## src/design/fala_pkg.sv

```systemverilog
// Shared types, threshold table and constants for the flow average level alarm block.
package fala_pkg;

    localparam int FRAC_BITS = 8;
    localparam int ACC_W     = 16 + FRAC_BITS;
    localparam int NUM_ROWS  = 3;
    localparam int NUM_LVLS  = 8;

    typedef logic [ACC_W-1:0] acc_t;
    typedef logic [1:0]       gas_t;
    typedef logic [2:0]       level_t;

    // Gas selector codes.
    localparam gas_t GAS_SF6 = 2'd0;
    localparam gas_t GAS_N2  = 2'd1;
    localparam gas_t GAS_CO2 = 2'd2;

    // 1.30 V in ADC counts.
    localparam logic [15:0] LOW_FLOW_COUNTS = 16'd20800;

    // Level at or above which the alarm is raised.
    localparam level_t ALARM_SET_LEVEL = 3'd6;

    // Gas table thresholds in whole ADC counts (volts times 16000, rounded).
    localparam logic [15:0] THR_COUNTS [NUM_ROWS][NUM_LVLS] = '{
        '{16'd23760, 16'd28544, 16'd32880, 16'd36432,
          16'd39472, 16'd42192, 16'd44624, 16'd46880},
        '{16'd20096, 16'd20736, 16'd21488, 16'd22368,
          16'd23264, 16'd24224, 16'd25168, 16'd26096},
        '{16'd22400, 16'd24000, 16'd25760, 16'd27840,
          16'd29600, 16'd31040, 16'd32480, 16'd33760}
    };

    // Result of the level stage, handed back to the top level registers.
    typedef struct packed {
        logic   low_flow;
        level_t level;
        logic   alarm;
    } fala_status_t;

endpackage

```

## src/design/fala_ema.sv

```systemverilog
// Next value of the exponential moving average accumulator.
module fala_ema #(
    parameter int AVG_SHIFT = 3
) (
    input  logic [15:0]     sample,
    input  fala_pkg::acc_t  acc,
    output fala_pkg::acc_t  acc_next
);
    import fala_pkg::*;

    logic signed [ACC_W:0] diff;
    logic signed [ACC_W:0] step;
    logic signed [ACC_W:0] sum;

    // The arithmetic shift rounds the step towards minus infinity.
    assign diff     = $signed({1'b0, sample, {FRAC_BITS{1'b0}}}) - $signed({1'b0, acc});
    assign step     = diff >>> AVG_SHIFT;
    assign sum      = $signed({1'b0, acc}) + step;
    assign acc_next = sum[ACC_W-1:0];

endmodule

```

## src/design/fala_level.sv

```systemverilog
// Threshold comparison, level selection, low-flow flag and alarm hysteresis.
module fala_level (
    input  fala_pkg::acc_t        acc,
    input  fala_pkg::gas_t        gas_type,
    input  fala_pkg::level_t      level_prev,
    input  logic                  alarm_prev,
    output fala_pkg::fala_status_t status
);
    import fala_pkg::*;

    logic [1:0]          row;
    logic [NUM_LVLS-1:0] below;
    level_t              level_new;
    logic                alarm_new;

    // The unused selector code falls back to the CO2 row.
    assign row = (gas_type > GAS_CO2) ? GAS_CO2 : gas_type;

    always_comb
    begin
        for (int i = 0; i < NUM_LVLS; i++)
        begin
            below[i] = (acc <= {THR_COUNTS[row][i], {FRAC_BITS{1'b0}}});
        end
    end

    // Lowest threshold that the average does not exceed; hold above the top.
    always_comb
    begin
        level_new = level_prev;
        for (int i = NUM_LVLS - 1; i >= 0; i--)
        begin
            if (below[i])
            begin
                level_new = level_t'(i);
            end
        end
    end

    always_comb
    begin
        priority if (level_new == '0)
        begin
            alarm_new = 1'b0;
        end
        else if (level_new >= ALARM_SET_LEVEL)
        begin
            alarm_new = 1'b1;
        end
        else
        begin
            alarm_new = alarm_prev;
        end
    end

    assign status.low_flow = (acc[ACC_W-1:FRAC_BITS] < LOW_FLOW_COUNTS);
    assign status.level    = level_new;
    assign status.alarm    = alarm_new;

endmodule

```

## src/design/flow_average_level_alarm_unit.sv

```systemverilog
// Top level of the flow average, level and alarm block.
//
//  Channel | Signals                                  | Direction
//  --------+------------------------------------------+----------
//  in      | in_valid, in_stall, sample               | into block
//  out     | out_valid, out_stall, average, low_flow, | out of block
//          | level, alarm                             |
//  cfg     | cfg_we, cfg_wdata (gas_type)             | into block
//
// A new beat can be taken in every cycle while in_stall is low: the only loop
// is the accumulator update, which closes through one subtract, shift and add
// followed by eight compares.
// An accepted beat moves through the input register, then the result register.
// Reset clears the accumulator, the held level and alarm, and selects SF6.
// A stall on the output holds the result and backs up into the input register
// only once that register is also full, so one waiting result never blocks
// the next beat from entering.
module flow_average_level_alarm_unit #(
    parameter int AVG_SHIFT = 3
) (
    input  logic                  clk,
    input  logic                  rst_n,
    input  logic                  in_valid,
    output logic                  in_stall,
    input  logic [15:0]           sample,
    output logic                  out_valid,
    input  logic                  out_stall,
    output logic [15:0]           average,
    output logic                  low_flow,
    output fala_pkg::level_t      level,
    output logic                  alarm,
    input  logic                  cfg_we,
    input  fala_pkg::gas_t        cfg_wdata
);
    import fala_pkg::*;

    // Input register.
    logic         in_full_reg;
    logic [15:0]  sample_reg;

    // State, which doubles as the result register.
    acc_t         acc_reg;
    acc_t         acc_next;
    level_t       level_reg;
    logic         alarm_reg;
    logic         low_flow_reg;
    logic         out_valid_reg;
    gas_t         gas_type_reg;

    fala_status_t status;

    logic         out_free;
    logic         fire;
    logic         in_take;

    // The result register can take a new beat when it is empty or being read.
    assign out_free = !out_valid_reg || !out_stall;
    assign fire     = in_full_reg && out_free;
    assign in_stall = in_full_reg && !out_free;
    assign in_take  = in_valid && !in_stall;

    fala_ema #(
        .AVG_SHIFT(AVG_SHIFT)
    ) u_ema (
        .sample   (sample_reg),
        .acc      (acc_reg),
        .acc_next (acc_next)
    );

    fala_level u_level (
        .acc        (acc_next),
        .gas_type   (gas_type_reg),
        .level_prev (level_reg),
        .alarm_prev (alarm_reg),
        .status     (status)
    );

    always_ff @(posedge clk or negedge rst_n)
    begin
        if (!rst_n)
        begin
            gas_type_reg <= GAS_SF6;
        end
        else if (cfg_we)
        begin
            gas_type_reg <= cfg_wdata;
        end
    end

    always_ff @(posedge clk or negedge rst_n)
    begin
        if (!rst_n)
        begin
            in_full_reg <= 1'b0;
        end
        else if (in_take)
        begin
            in_full_reg <= 1'b1;
        end
        else if (fire)
        begin
            in_full_reg <= 1'b0;
        end
    end

    // The sample itself is payload and needs no reset.
    always_ff @(posedge clk)
    begin
        if (in_take)
        begin
            sample_reg <= sample;
        end
    end

    // The state only moves when a beat passes into the result register, so a
    // stalled result keeps its value.
    always_ff @(posedge clk or negedge rst_n)
    begin
        if (!rst_n)
        begin
            acc_reg       <= '0;
            level_reg     <= '0;
            alarm_reg     <= 1'b0;
            low_flow_reg  <= 1'b0;
            out_valid_reg <= 1'b0;
        end
        else if (fire)
        begin
            acc_reg       <= acc_next;
            level_reg     <= status.level;
            alarm_reg     <= status.alarm;
            low_flow_reg  <= status.low_flow;
            out_valid_reg <= 1'b1;
        end
        else if (!out_stall)
        begin
            out_valid_reg <= 1'b0;
        end
    end

    assign out_valid = out_valid_reg;
    assign average   = acc_reg[ACC_W-1:FRAC_BITS];
    assign low_flow  = low_flow_reg;
    assign level     = level_reg;
    assign alarm     = alarm_reg;

endmodule
```

## config.mk

```make
export PLATFORM = sky130hd
export DESIGN_NAME = flow_average_level_alarm_unit
export DESIGN_NICKNAME = d
export VERILOG_FILES = /design/src/design/fala_pkg.sv /design/src/design/fala_ema.sv /design/src/design/fala_level.sv /design/src/design/flow_average_level_alarm_unit.sv
export SDC_FILE = /design/constraint.sdc
export NUM_CORES = 1
export LEC_CHECK = 0
export BUFFER_PORTS_ARGS = -buffer_cell sky130_fd_sc_hd__buf_2
export CAP_MARGIN = 5
export CORE_MARGIN = 2
export CORE_UTILIZATION = 30
export CTS_CLUSTER_DIAMETER = 150
export CTS_CLUSTER_SIZE = 25
export DETAILED_ROUTE_END_ITERATION = 12
export PLACE_DENSITY = 0.56
export SETUP_SLACK_MARGIN = 0.5
export SYNTH_ARGS = -nofsm -noshare
export SYNTH_HDL_FRONTEND = slang
export SYNTH_SLANG_ARGS = --single-unit
```

## constraint.sdc

```tcl
create_clock -name clk -period 6.5 [get_ports clk]
set_input_delay 1.3 -clock clk [delete_from_list [all_inputs] [get_ports clk]]
set_output_delay 1.3 -clock clk [all_outputs]
set_load 0.01 [all_outputs]
```

==> impl_table.tex <==
\begin{tabular}{lr}
\hline
Metric & Value \\
\hline
\multicolumn{2}{l}{\textbf{Outcome}} \\
Outcome & finished, final reports clean \\
\multicolumn{2}{l}{\textbf{CTS}} \\
Clk slew on worst S/H paths & 0.07 ns \\
TritonCTS clock tree & built \\
Clk sinks & 49 \\
Hold-fix buffer count after cts & 0 \\
Root Buffer & clkbuf\_16 \\
Number of clock buffers inserted by TritonCTS & 5 \\
Bufs on Longest Clock Path & 2 \\
CTS H-Tree Depth & 2 \\
Latest clock arrival within the worst-skew pair & 0.31 ns \\
\multicolumn{2}{l}{\textbf{Drt}} \\
Average routed wire per standard cell & 16.43 um \\
Number of vias in the routed layout & 5,710 \\
Detailed router's first-iteration violation count & 419 \\
Residual DRC & 0 \\
Total length of routed wires & 17,800 um \\
Residual antenna-violating net count after detailed routing & 0 \\
Pre-antenna DRT Iters & 5 \\
Vias per cell & 5.272 \\
\multicolumn{2}{l}{\textbf{Placed design}} \\
Final estimated routing congestion in global placement & 0.9440 \\
Sum of net half-perimeters after detailed placement & 13,840 um \\
IO buf count & 45 \\
Number of placed cells counting well taps & 1,050 \\
\multicolumn{2}{l}{\textbf{Floorplanning}} \\
Placeable Area & 0.01959 mm\^{}2 \\
Die Span Y & 145.6 um \\
Chip Width & 145.6 um \\
Number of standard-cell rows in the floorplan & 51 \\
Top-level I/O count & 46 \\
Total Die Area & 0.02119 mm\^{}2 \\
Initial Utilization & 30.69\% \\
\multicolumn{2}{l}{\textbf{Timing}} \\
Count of endpoints failing hold in the final timing report & 0 \\
Final min period & 6.026 ns \\
Fin Clk Skew & 0.005365 ns \\
Minimum hold slack & 0.4797 ns \\
Total count of max-transition violations in the final report & 0 \\
Total setup violations reported at the end of the flow & 0 \\
RSZ-0062 raised after global routing & yes \\
Maximum clock frequency & 165.9 MHz \\
Max transition margin & 37.06\% \\
Final Cycle Share & 92.71\% \\
Worst Max-Slew Pin Slew & 0.9441 ns \\
Final-layout setup total negative slack & 0 ns \\
\multicolumn{2}{l}{\textbf{GRT}} \\
First-pass GRT wire length & 28,460 um \\
Met2 usage in global routing & 26.61\% \\
Leftover overflow at the end of global routing & 0 \\
Maximum number of pins on one net before global-route repair & 38 \\
GRT met3 Usage & 2.038\% \\
Initial antenna violation count & 0 \\
GRT Overall Usage & 16.57\% \\
Number of global-route vias before repair & 5,441 \\
Busiest layer in global routing & met2 \\
Met1 Resource Use GR & 23.46\% \\
\multicolumn{2}{l}{\textbf{Worst setup path}} \\
Worst setup path category & register to register \\
End of the worst register-to-register path & alarm \\
R2R Setup Slk & 0.47 ns \\
Worst r2r src & acc\_reg[8] \\
CP startpoint kind & register \\
Data required, critical path & 6.68 ns \\
Arrival time reported for the critical path endpoint & 6.20 ns \\
Category of the worst setup path capture point & register \\
Maximum fanout count along the critical path & 6 \\
Cell depth of the worst flop-to-flop path & 27 \\
\multicolumn{2}{l}{\textbf{Yosys}} \\
Fraction of the yosys area taken by sequential cells & 21.73\% \\
Mapped Avg Cell Area & 8.224 um\^{}2 \\
Number of library cell types mapped by synthesis & 93 \\
Number of enable flip-flop cells after synthesis & 16 \\
Dominant synthesized flop cell & dfrtp\_1 \\
Post-synthesis cell count & 731 \\
Share of synthesized registers carrying an async set or reset & 67.35\% \\
Cell area after technology mapping & 0.006012 mm\^{}2 \\
Synthesized flop and latch total & 49 \\
Total number of yosys warnings & 0 \\
\multicolumn{2}{l}{\textbf{Finish}} \\
Filler cell count in the final layout & 2,058 \\
Antenna cells & 0 \\
Area overhead of the layout relative to synthesis & 21.67\% \\
Share of layout cells above drive strength 1 & 24.21\% \\
Layout Cells excl Fill & 1,083 \\
Max reg flops & 24 \\
Fin nets & 921 \\
\multicolumn{2}{l}{\textbf{Worst hold path}} \\
Worst hold path stage count & 2 \\
Worst min-delay path class & register to register \\
Hold EP & low\_flow \\
Hold path start & low\_flow \\
\multicolumn{2}{l}{\textbf{Flow run}} \\
Max Cap Viol & 0 \\
\hline
\end{tabular}
## final cells by class
class                      count  area (um^2)  area share, %
clock buffer                   6        128.9          1.762
clock inverter                 2        38.79         0.5303
inverter                      40        150.1          2.053
multi-input combinational    613         4653          63.62
sequential                    49         1310          17.91
tap                          265        331.6          4.533
timing repair buffer         108        701.9          9.596
## stage by stage
stage	area (um^2)	util, %	setup slack (ns)
floorplan	6107	-	0.5050
CTS	7063	36.05	0.4941
global route	7315	37.34	0.1280
global placement	6733	34.37	0.1702
detailed placement	6733	34.37	0.07873
finish	7315	37.34	0.4736
## cells in the final DEF (no fill, tap or decap), types with 5 or more instances in the layout
cell type   n
o21ai_0    53
xnor2_1    18
nor2b_1     8
a211o_1     9
nor4_1      6
nor3_1     10
inv_1      36
a21oi_1    43
clkbuf_16   5
dfrtp_1    30
a21oi_2     6
nand2_1    71
nor2_1     46
or4_1       5
and2_1      5
and3_1      6
a31oi_1     7
ha_1       74
a211oi_1    9
conb_1      7
edfxtp_1   16
nand2b_1   17
or2_2       5
nand4_1    14
xor2_1     10
o21a_1     12
nand3_1    22
buf_4      62
buf_2      45
a21o_1     22
or3_1       5
## worst max-delay path: stages (launching register included)
cell	delay (ns)
dfrtp_1	0.39
inv_2	0.08
ha_4	0.21
a31oi_4	0.15
a21oi_2	0.09
o41a_1	0.44
nand4_1	0.09
nand2_1	0.06
and2_4	0.15
o21a_1	0.19
o21a_1	0.21
nor2_1	0.11
ha_1	0.25
a21o_1	0.23
a211o_1	0.31
a21oi_1	0.27
a211oi_1	0.12
o21ai_0	0.17
nand2b_1	0.15
xor2_4	0.21
ha_2	0.43
nand2_1	0.11
or3_4	0.39
or3_4	0.37
a21oi_4	0.20
nand3_2	0.11
o311ai_2	0.29
o211ai_2	0.13
## synth_stat cells, types with 3 or more instances
master / instances / area [um^2]
a2111o_1: 4 / 45.04
nand4_1: 14 / 87.58
inv_1: 38 / 142.6
a211o_1: 9 / 78.83
xor2_1: 11 / 96.34
nand2b_1: 17 / 106.4
ha_1: 80 / 1001
mux2i_1: 4 / 40.04
nand3_1: 23 / 115.1
o211ai_1: 3 / 22.52
a21o_1: 22 / 165.2
or2_2: 5 / 31.28
clkbuf_1: 10 / 37.54
a211oi_1: 11 / 82.58
nor4_1: 8 / 50.05
nand2_1: 74 / 277.8
o211ai_2: 3 / 37.54
buf_2: 5 / 25.02
a21oi_1: 49 / 245.2
xnor2_1: 20 / 175.2
a221oi_1: 4 / 35.03
dfrtp_1: 33 / 825.8
nor2b_1: 8 / 50.05
or4_1: 5 / 37.54
and2_1: 8 / 50.05
and3_1: 6 / 37.54
nor3_1: 14 / 70.07
o21a_1: 12 / 90.09
o41ai_1: 4 / 35.03
buf_4: 16 / 120.1
a31oi_1: 9 / 56.30
nor2_1: 47 / 176.4
edfxtp_1: 16 / 480.5
mux2_2: 3 / 33.78
or3_1: 7 / 43.79
o21ai_0: 57 / 285.3
## how the worst max path moves through the flow
stage          startpoint  depth (start not counted)  slack, ns  endpoint
3_5_place_dp   acc_reg[9]                         29       0.08     alarm
5_1_grt        acc_reg[6]                         29       0.13     alarm
4_1_cts        acc_reg[5]                         28       0.49     alarm
6_report       acc_reg[8]                         27       0.47     alarm
3_3_place_gp   acc_reg[9]                         29       0.17     alarm
2_1_floorplan  acc_reg[8]                         29       0.51     alarm
## metal layers
metal	share of wire (%)	routed length, um	up-vias
met3	3.1	549	23
met4	1.9	338	0
li1	-	-	2878
met5	0	0	-
met1	49	8795	2690
met2	46	8115	119
## what timing repair did
action / 4_1_cts / 5_1_grt
setup buffers: 10 / 15
pin swaps: 20 / 42
resized for setup: 19 / 30
setup endpoints to repair: 4 / 4
## logic make-up after synthesis
kind of cell    after synthesis  synth area share, %
xor+xnor                     32                4.787
other cells                   1              0.06238
mux                           7                1.228
buf+inv                      75                6.056
compound gates              227                26.14
fa+ha+maj                    83                17.34
simple gates                257                22.66
flops                        49                21.73
Power is not shown: default switching activity piles up to over one toggle a cycle in this logic, so the estimate is an artifact.
